## config.mk

```make
export PLATFORM = sky130hd
export DESIGN_NAME = binary_sequence_autocorrelation_top
export DESIGN_NICKNAME = d
export VERILOG_FILES = /design/src/bsa_pkg.sv /design/src/binary_sequence_autocorrelation_top.sv /design/src/bsa_ctrl.sv /design/src/bsa_datapath.sv
export SDC_FILE = /design/constraint.sdc
export NUM_CORES = 1
export LEC_CHECK = 0
export BUFFER_PORTS_ARGS = -buffer_cell sky130_fd_sc_hd__buf_2
export CAP_MARGIN = 20
export CORE_ASPECT_RATIO = 0.7
export CORE_MARGIN = 4
export CORE_UTILIZATION = 25
export DETAILED_ROUTE_END_ITERATION = 8
export PLACE_DENSITY = 0.49
export SYNTH_ARGS = -nofsm -noshare
export SYNTH_HDL_FRONTEND = slang
export SYNTH_SLANG_ARGS = --single-unit
```

## constraint.sdc

```tcl
create_clock -name clock -period 8.2 [get_ports clock]
set_clock_uncertainty 0.2 [all_clocks]
set_input_delay 0.41 -clock clock [delete_from_list [all_inputs] [get_ports clock]]
set_output_delay 0.41 -clock clock [all_outputs]
set_load 0.02 [all_outputs]
```

## src/bsa_pkg.sv

```systemverilog
// Shared widths, register map and controller/datapath interface types.
package bsa_pkg;

   localparam int SEQ_W      = 64;
   localparam int LEN_W      = 7;
   localparam int CNT_W      = 7;
   localparam int MAG_W      = 6;
   localparam int ENERGY_W   = 17;
   localparam int PEAK_W     = 6;
   localparam int CSR_ADDR_W = 2;
   localparam int CSR_DATA_W = 32;

   localparam logic [LEN_W-1:0]      LEN_RESET      = 7'd64;
   localparam logic [CSR_ADDR_W-1:0] CSR_SEQ_LENGTH = 2'd0;

   typedef struct packed {
      logic load;     // take a new item, clear accumulators
      logic issue;    // evaluate the current lag and advance
      logic publish;  // move the totals into the output register
   } bsa_cmd_type;

   typedef struct packed {
      logic more;     // at least one lag is left to issue
      logic busy;     // lag pipeline still holds work
      logic out_free; // output register can take a result
   } bsa_sts_type;

endpackage

```

## src/binary_sequence_autocorrelation_top.sv

```systemverilog
// Top level of the binary sequence autocorrelation block: register port, controller, datapath.
// Sequence: once an item is accepted, the controller issues its L-1 lags, with
//   L = min(seq_length, MAX_LENGTH), drains the lag pipeline, then publishes when the output register is free.
// A new item is taken only while the block is idle, so it waits until the last result has
//   been published; the lag walker evaluates one lag per cycle.
// Reset (synchronous, active high) idles the controller, empties the lag pipeline and
//   the output register, and sets seq_length to 64.
module binary_sequence_autocorrelation_top #(
   parameter int MAX_LENGTH = 64
) (
   input  logic                              clock,
   input  logic                              reset,
   // input items
   input  logic                              req_valid,
   output logic                              req_stall,
   input  logic [bsa_pkg::SEQ_W-1:0]         req_seq_bits,
   // result items
   output logic                              rsp_valid,
   input  logic                              rsp_stall,
   output logic [bsa_pkg::ENERGY_W-1:0]      rsp_energy,
   output logic [bsa_pkg::PEAK_W-1:0]        rsp_peak_sidelobe,
   // register port
   input  logic                              csr_psel,
   input  logic                              csr_penable,
   input  logic                              csr_pwrite,
   input  logic [bsa_pkg::CSR_ADDR_W-1:0]    csr_paddr,
   input  logic [bsa_pkg::CSR_DATA_W-1:0]    csr_pwdata,
   output logic [bsa_pkg::CSR_DATA_W-1:0]    csr_prdata,
   output logic                              csr_pready
);
   import bsa_pkg::*;

   logic [LEN_W-1:0] seq_length_ff;
   logic [LEN_W-1:0] seq_length_in;
   logic             csr_write;
   bsa_cmd_type      cmd;
   bsa_sts_type      sts;

   // Register port: zero wait states, write lands in the access phase.
   assign csr_pready = 1'b1;
   assign csr_write  = csr_psel && csr_penable && csr_pwrite && csr_pready;

   // Only the length register is decoded; writes elsewhere drop.
   always_comb begin
      seq_length_in = seq_length_ff;
      if (csr_write && (csr_paddr == CSR_SEQ_LENGTH)) begin
         seq_length_in = csr_pwdata[LEN_W-1:0];
      end
   end

   assign csr_prdata = (csr_paddr == CSR_SEQ_LENGTH) ? CSR_DATA_W'(seq_length_ff) : '0;

   always_ff @(posedge clock) begin
      if (reset) begin
         seq_length_ff <= LEN_RESET;
      end else begin
         seq_length_ff <= seq_length_in;
      end
   end

   // Controller: takes an item only when the datapath is between items.
   bsa_ctrl u_ctrl (
      .clock     (clock),
      .reset     (reset),
      .req_valid (req_valid),
      .req_stall (req_stall),
      .sts       (sts),
      .cmd       (cmd)
   );

   // Datapath: lag walker, three-stage lag pipeline, totals and output register.
   bsa_datapath #(
      .MAX_LENGTH (MAX_LENGTH)
   ) u_datapath (
      .clock             (clock),
      .reset             (reset),
      .seq_length        (seq_length_ff),
      .req_seq_bits      (req_seq_bits),
      .cmd               (cmd),
      .sts               (sts),
      .rsp_valid         (rsp_valid),
      .rsp_stall         (rsp_stall),
      .rsp_energy        (rsp_energy),
      .rsp_peak_sidelobe (rsp_peak_sidelobe)
   );

endmodule

```

## src/bsa_ctrl.sv

```systemverilog
// Sequencer for one item: load, issue lags, drain the pipeline, publish.
module bsa_ctrl (
   input  logic                 clock,
   input  logic                 reset,
   input  logic                 req_valid,
   output logic                 req_stall,
   input  bsa_pkg::bsa_sts_type sts,
   output bsa_pkg::bsa_cmd_type cmd
);
   import bsa_pkg::*;

   localparam logic [1:0] ST_IDLE   = 2'd0;
   localparam logic [1:0] ST_RUN    = 2'd1;
   localparam logic [1:0] ST_DRAIN  = 2'd2;
   localparam logic [1:0] ST_FINISH = 2'd3;

   logic [1:0] state_ff;
   logic [1:0] state_in;

   always_comb begin
      state_in    = state_ff;
      cmd         = '0;
      unique case (state_ff)
         ST_IDLE: begin
            if (req_valid) begin
               cmd.load = 1'b1;
               state_in = ST_RUN;
            end
         end
         ST_RUN: begin
            if (sts.more) begin
               cmd.issue = 1'b1;
            end else begin
               state_in = ST_DRAIN;
            end
         end
         ST_DRAIN: begin
            if (!sts.busy) begin
               state_in = ST_FINISH;
            end
         end
         ST_FINISH: begin
            if (sts.out_free) begin
               cmd.publish = 1'b1;
               state_in    = ST_IDLE;
            end
         end
         default: state_in = ST_IDLE;
      endcase
   end

   assign req_stall = (state_ff != ST_IDLE);

   always_ff @(posedge clock) begin
      if (reset) begin
         state_ff <= ST_IDLE;
      end else begin
         state_ff <= state_in;
      end
   end

endmodule

```

## src/bsa_datapath.sv

```systemverilog
// Lag datapath: shifted xor, popcount, magnitude and square, accumulation, output register.
module bsa_datapath #(
   parameter int MAX_LENGTH = 64
) (
   input  logic                            clock,
   input  logic                            reset,
   input  logic [bsa_pkg::LEN_W-1:0]       seq_length,
   input  logic [bsa_pkg::SEQ_W-1:0]       req_seq_bits,
   input  bsa_pkg::bsa_cmd_type            cmd,
   output bsa_pkg::bsa_sts_type            sts,
   output logic                            rsp_valid,
   input  logic                            rsp_stall,
   output logic [bsa_pkg::ENERGY_W-1:0]    rsp_energy,
   output logic [bsa_pkg::PEAK_W-1:0]      rsp_peak_sidelobe
);
   import bsa_pkg::*;

   localparam logic [LEN_W-1:0] MAX_LEN_C = LEN_W'(MAX_LENGTH);

   function automatic logic [CNT_W-1:0] count_ones(input logic [SEQ_W-1:0] v);
      logic [3:0]       part [SEQ_W/8];
      logic [CNT_W-1:0] total;
      total = '0;
      for (int b = 0; b < SEQ_W/8; b++) begin
         part[b] = '0;
         for (int j = 0; j < 8; j++) begin
            part[b] = part[b] + 4'(v[8*b+j]);
         end
      end
      for (int b = 0; b < SEQ_W/8; b++) begin
         total = total + CNT_W'(part[b]);
      end
      return total;
   endfunction

   logic [LEN_W-1:0]      len_eff;
   logic [MAX_LENGTH-1:0] len_mask;
   logic [MAX_LENGTH-1:0] seq_masked;

   logic [MAX_LENGTH-1:0] seq_ff,  seq_in;
   logic [MAX_LENGTH-1:0] sh_ff,   sh_in;
   logic [MAX_LENGTH-1:0] mask_ff, mask_in;
   logic [LEN_W-1:0]      span_ff, span_in;

   logic [MAX_LENGTH-1:0] diff;
   logic                  p1_v_ff,     p1_v_in;
   logic [CNT_W-1:0]      p1_mism_ff,  p1_mism_in;
   logic [LEN_W-1:0]      p1_span_ff,  p1_span_in;

   logic [CNT_W:0]        twice;
   logic [CNT_W:0]        span_x;
   logic [CNT_W:0]        mag_full;
   logic                  p2_v_ff,     p2_v_in;
   logic [MAG_W-1:0]      p2_mag_ff,   p2_mag_in;

   logic [2*MAG_W-1:0]    sq;
   logic [ENERGY_W-1:0]   energy_acc_ff, energy_acc_in;
   logic [PEAK_W-1:0]     peak_acc_ff,   peak_acc_in;

   logic                  rsp_valid_ff,  rsp_valid_in;
   logic [ENERGY_W-1:0]   rsp_energy_ff, rsp_energy_in;
   logic [PEAK_W-1:0]     rsp_peak_ff,   rsp_peak_in;

   // Saturate the length and clear the unused elements.
   always_comb begin
      len_eff = (seq_length > MAX_LEN_C) ? MAX_LEN_C : seq_length;
      for (int i = 0; i < MAX_LENGTH; i++) begin
         len_mask[i] = (LEN_W'(i) < len_eff);
      end
      seq_masked = req_seq_bits[MAX_LENGTH-1:0] & len_mask;
   end

   // Lag walker: the shifted copy and the window mask both move right one per lag.
   always_comb begin
      seq_in  = seq_ff;
      sh_in   = sh_ff;
      mask_in = mask_ff;
      span_in = span_ff;
      if (cmd.load) begin
         seq_in  = seq_masked;
         sh_in   = seq_masked >> 1;
         mask_in = len_mask >> 1;
         span_in = (len_eff == '0) ? '0 : len_eff - LEN_W'(1);
      end else if (cmd.issue) begin
         sh_in   = sh_ff >> 1;
         mask_in = mask_ff >> 1;
         span_in = span_ff - LEN_W'(1);
      end
   end

   // Stage 1: count mismatches for this lag.
   always_comb begin
      diff       = (seq_ff ^ sh_ff) & mask_ff;
      p1_v_in    = cmd.issue;
      p1_mism_in = count_ones(SEQ_W'(diff));
      p1_span_in = span_ff;
   end

   // Stage 2: |C(k)| = |span - 2*mismatches|.
   always_comb begin
      twice     = {p1_mism_ff, 1'b0};
      span_x    = (CNT_W+1)'(p1_span_ff);
      mag_full  = (span_x >= twice) ? (span_x - twice) : (twice - span_x);
      p2_v_in   = p1_v_ff;
      p2_mag_in = mag_full[MAG_W-1:0];
   end

   // Stage 3: square and accumulate, track the peak.
   always_comb begin
      sq            = (2*MAG_W)'(p2_mag_ff) * (2*MAG_W)'(p2_mag_ff);
      energy_acc_in = energy_acc_ff;
      peak_acc_in   = peak_acc_ff;
      if (cmd.load) begin
         energy_acc_in = '0;
         peak_acc_in   = '0;
      end else if (p2_v_ff) begin
         energy_acc_in = energy_acc_ff + ENERGY_W'(sq);
         if (PEAK_W'(p2_mag_ff) > peak_acc_ff) begin
            peak_acc_in = PEAK_W'(p2_mag_ff);
         end
      end
   end

   // Output register: hold while stalled.
   always_comb begin
      rsp_valid_in  = rsp_valid_ff && rsp_stall;
      rsp_energy_in = rsp_energy_ff;
      rsp_peak_in   = rsp_peak_ff;
      if (cmd.publish) begin
         rsp_valid_in  = 1'b1;
         rsp_energy_in = energy_acc_ff;
         rsp_peak_in   = peak_acc_ff;
      end
   end

   always_ff @(posedge clock) begin
      if (reset) begin
         p1_v_ff      <= 1'b0;
         p2_v_ff      <= 1'b0;
         rsp_valid_ff <= 1'b0;
      end else begin
         p1_v_ff      <= p1_v_in;
         p2_v_ff      <= p2_v_in;
         rsp_valid_ff <= rsp_valid_in;
      end
   end

   always_ff @(posedge clock) begin
      seq_ff        <= seq_in;
      sh_ff         <= sh_in;
      mask_ff       <= mask_in;
      span_ff       <= span_in;
      p1_mism_ff    <= p1_mism_in;
      p1_span_ff    <= p1_span_in;
      p2_mag_ff     <= p2_mag_in;
      energy_acc_ff <= energy_acc_in;
      peak_acc_ff   <= peak_acc_in;
      rsp_energy_ff <= rsp_energy_in;
      rsp_peak_ff   <= rsp_peak_in;
   end

   assign sts.more     = (span_ff != '0);
   assign sts.busy     = p1_v_ff || p2_v_ff;
   assign sts.out_free = !rsp_valid_ff || !rsp_stall;

   assign rsp_valid         = rsp_valid_ff;
   assign rsp_energy        = rsp_energy_ff;
   assign rsp_peak_sidelobe = rsp_peak_ff;

endmodule

```

==> summary.md <==
In the global route stage, met3 resource usage came out at 2.08%. Once the clock tree was built, the resizer swapped 0 gates to a different size. STA classifies the critical path startpoint as a register. The total area inside the core boundary comes to 63,400 sq um. Summed over all layers, the routed wires come to 39.0 mm. Yosys mapped a number of flops with a built-in enable equal to 219. Sequential cells were found to cover 47.8% of the synthesized design area. The maximum clock frequency came out at 133 MHz. TritonCTS built the clock tree. The logs give 0 for the total of warnings raised by yosys and 16,100 sq um for the post-synthesis instance area.

In the final layout, the share of cells above drive strength 1 is 16.5%. Global routing used 16.4% of the available met2 tracks. At the end of routability-driven placement, the weighted congestion stood at 0.790. The synthesized netlist contains 68 unique library cells. Across all layers, the routed design uses 10,429 vias.

The layout has 6,554 filler cells. Buffers inserted during clock tree synthesis total 31. The biggest fanout along the worst timing path was 3. After synthesis, the cell types taking the most area are sky130_fd_sc_hd__edfxtp_1 (41%), sky130_fd_sc_hd__fa_1 (8.4%), sky130_fd_sc_hd__dfxtp_1 (6.9%), sky130_fd_sc_hd__ha_1 (6.8%), sky130_fd_sc_hd__mux2_2 (4.4%). Data on the critical path arrives at its endpoint at 7.83 ns. For this run, design rule violations remaining after detail routing come to 0.

From bottom edge to top edge, the die measures 220 um. The number of global-route vias before repair was 10,492. The largest single stage delay on the critical path is 0.56 ns. The logs give 0 for the final count of negative-setup-slack endpoints and 14.5% for the normalized max-slew margin.

The number of nets in the finished design is 1,855, and the flop and latch count out of synthesis is 274. Counting along the longest clock path gives a buffer depth of 3. For the H-tree depth reported by CTS, the log shows 1. From left edge to right edge, the die measures 311 um. STA classifies the critical path endpoint as a register. The initial core utilization came out at 25.3%. The tools report the met1 layer usage reported by global route as 17.3%. The tools report the gate count of the mapped netlist as 1,419. The tree is rooted in a sky130_fd_sc_hd__clkbuf_16.

The tools report the overflow left after global routing as 0. The first global-routing pass estimated 60.9 mm of wire. The number of antenna violations at the first check in global routing is 2, and the required time of the critical path is 8.50 ns. The die covers 68,400 sq um. Of all cell types, the one taking the most synthesized area is sky130_fd_sc_hd__edfxtp_1.

In the final routed layout, each cell accounts on average for 15.9 um. The post-route clock period utilization works out to 91.8%. The final max-slew violation count came out at 0.

Max-cap violations in this run came to 0. The tools report the antenna diode instance count as 0. For this design the top-level I/O count stands at 163. For the floorplan row count, the log shows 77.

For the final routed database, the setup TNS stands at 0 ns. In the global route stage, overall resource usage came out at 11.3%. The clock-pin slew on the worst setup and hold paths is 0.07 ns, and the average cell area after synthesis is 11.3 sq um.

The violation count after the first detailed-routing iteration is 565, and the later-pin clock latency in the skew report is 0.57 ns. The run finished with clean final reports. At the pin with the least slew margin, the transition time is 1.28 ns.

Counting flops with an async set or reset pin after synthesis yields a share of 0%. Dividing the detail-routed via count by the number of cells gives 4.26. Detailed placement ended at an HPWL of 28.0 mm. The area growth from synthesis to layout is 19.2%. The tightest min-delay check is of the in2reg type. Setup repair after global routing left no endpoint under its margin. In this run the remaining antenna-violating nets after routing total 0.

Number of hold violations in the final report: 0. met1 is the most crowded layer. In this run the biggest area consumer among cell types represents 41.0% of the synthesized area. The slowest stage cell on the critical path is sky130_fd_sc_hd__fa_1. The most used flip-flop cell after synthesis is sky130_fd_sc_hd__edfxtp_1.

By startpoint and endpoint, the worst setup path is classified as reg2reg. The pre-antenna-repair detailed-routing pass consisted of 6 iterations. Number of clock sinks seen by CTS: 274. The pin count of the biggest net entering global routing came out at 177. During placement, the flow inserted port buffers numbering 111. The clock period could shrink to 7.53 ns.
-- metal layers --
| layer | up-vias | wire length [um] |
|---|---|---|
| li1 | 5117 | - |
| met5 | - | 0 |
| met2 | 230 | 15900 |
| met4 | 0 | 606 |
| met3 | 36 | 2010 |
| met1 | 5046 | 20400 |
-- state kept, by name, indices dropped and copies added (netlist names), 7 cells and up --
register                  cells
u_datapath.energy_acc_ff     17
u_datapath.rsp_energy        17
u_datapath.seq_ff            63
u_datapath.p1_mism_ff         7
u_datapath.p1_span_ff         7
u_datapath.mask_ff           63
seq_length_ff                 7
u_datapath.sh_ff             63
u_datapath.p1_span_in         7
-- synthesized netlist by cell type, drive strengths merged, types with 3 or more instances --
cell	n
a211oi	6
a21boi	6
a21o	18
a21oi	69
a31oi	8
and2	80
and3	3
buf	47
clkbuf	25
dfxtp	55
edfxtp	219
fa	67
ha	87
inv	130
mux2	63
mux2i	23
nand2	189
nand2b	7
nand3	8
nand3b	3
nor2	58
nor2b	33
nor3	18
nor3b	3
o211ai	4
o21ai	52
o21bai	4
or2	4
xnor2	27
xor2	73
-- worst max-delay path, delay by kind of cell (launching register included) --
kind,cells,cell delay [ns]
buffers and inverters,8,0.50
AOI/OAI and AO/OA,5,0.84
adders and majority gates,11,4.87
DFF,1,0.40
xor gates and xnor gates,3,0.49
and+or+nand+nor,1,0.16
-- final cells by class --
| type | instances | area, sq um | share of cell area, % |
|---|---|---|---|
| flip-flops and latches | 274 | 7680 | 40.1 |
| multi-input cells | 965 | 7570 | 39.5 |
| repair buffers | 192 | 1350 | 7.05 |
| well taps | 829 | 1040 | 5.42 |
| clock buffers | 38 | 853 | 4.46 |
| inverters | 132 | 500 | 2.62 |
| clock inverters | 19 | 149 | 0.778 |
-- kinds of logic after synthesis --
group / Yosys count / synth area share, %
AOI/OAI and AO/OA: 184 / 7.26
xor gates and xnor gates: 100 / 5.46
adders and majority gates: 154 / 15.1
buffers and inverters: 204 / 5.71
DFF: 274 / 47.8
muxes: 86 / 5.85
other: 2 / 0.0468
and+or+nand+nor: 415 / 12.7
-- worst paths after layout --
| check | from | endpoint | slack [ns] | depth (start not counted) |
|---|---|---|---|---|
| min reg2reg | u_datapath.p1_span_ff[0]$_DFF_P_ | u_datapath.p2_mag_ff[0]$_DFF_P_ | 0.20 | 0 |
| max | u_datapath.sh_ff[9]$_DFFE_PP_ | u_datapath.p1_mism_ff[6]$_DFF_P_ | 0.67 | 28 |
| max reg2reg | u_datapath.sh_ff[9]$_DFFE_PP_ | u_datapath.p1_mism_ff[6]$_DFF_P_ | 0.67 | 28 |
| min | req_seq_bits[0] | u_datapath.seq_ff[0]$_DFFE_PP_ | 0.04 | 2 |
-- stage by stage --
stage / worst slack [ns] / hold WS [ns] / instance area, sq um / utilization [%] / instances
final: 0.669 / 0.0419 / 19100 / 30.2 / 2449
after global routing: 0.272 / 0.0268 / 19100 / 30.2 / 2449
after CTS: 0.672 / 0.0174 / 19100 / 30.2 / 2448
after detailed placement: 0.691 / 0.191 / 17400 / 27.5 / 2322
after global placement: 0.695 / 0.190 / 17400 / 27.5 / 2322
after floorplan: 1.10 / 0.175 / 16100 / - / 1443
-- placed cells by master (no fill, tap or decap), types with 54 or more instances in the layout --
cell	n
sky130_fd_sc_hd__dfxtp_1	54
sky130_fd_sc_hd__xor2_1	73
sky130_fd_sc_hd__ha_1	87
sky130_fd_sc_hd__buf_2	111
sky130_fd_sc_hd__and2_1	79
sky130_fd_sc_hd__nor2_1	57
sky130_fd_sc_hd__edfxtp_1	219
sky130_fd_sc_hd__mux2_2	63
sky130_fd_sc_hd__a21oi_1	67
sky130_fd_sc_hd__nand2_1	187
sky130_fd_sc_hd__fa_1	67
sky130_fd_sc_hd__dlygate4sd3_1	69
sky130_fd_sc_hd__inv_1	129
-- what timing repair did --
action	in CTS	in global routing
hold buffers	69	0
setup endpoints to repair	0	0
hold endpoints to repair	64	0
buffers inserted	0	0
Power is not shown: default switching activity piles up to over one toggle a cycle in this logic, so the estimate is an artifact.
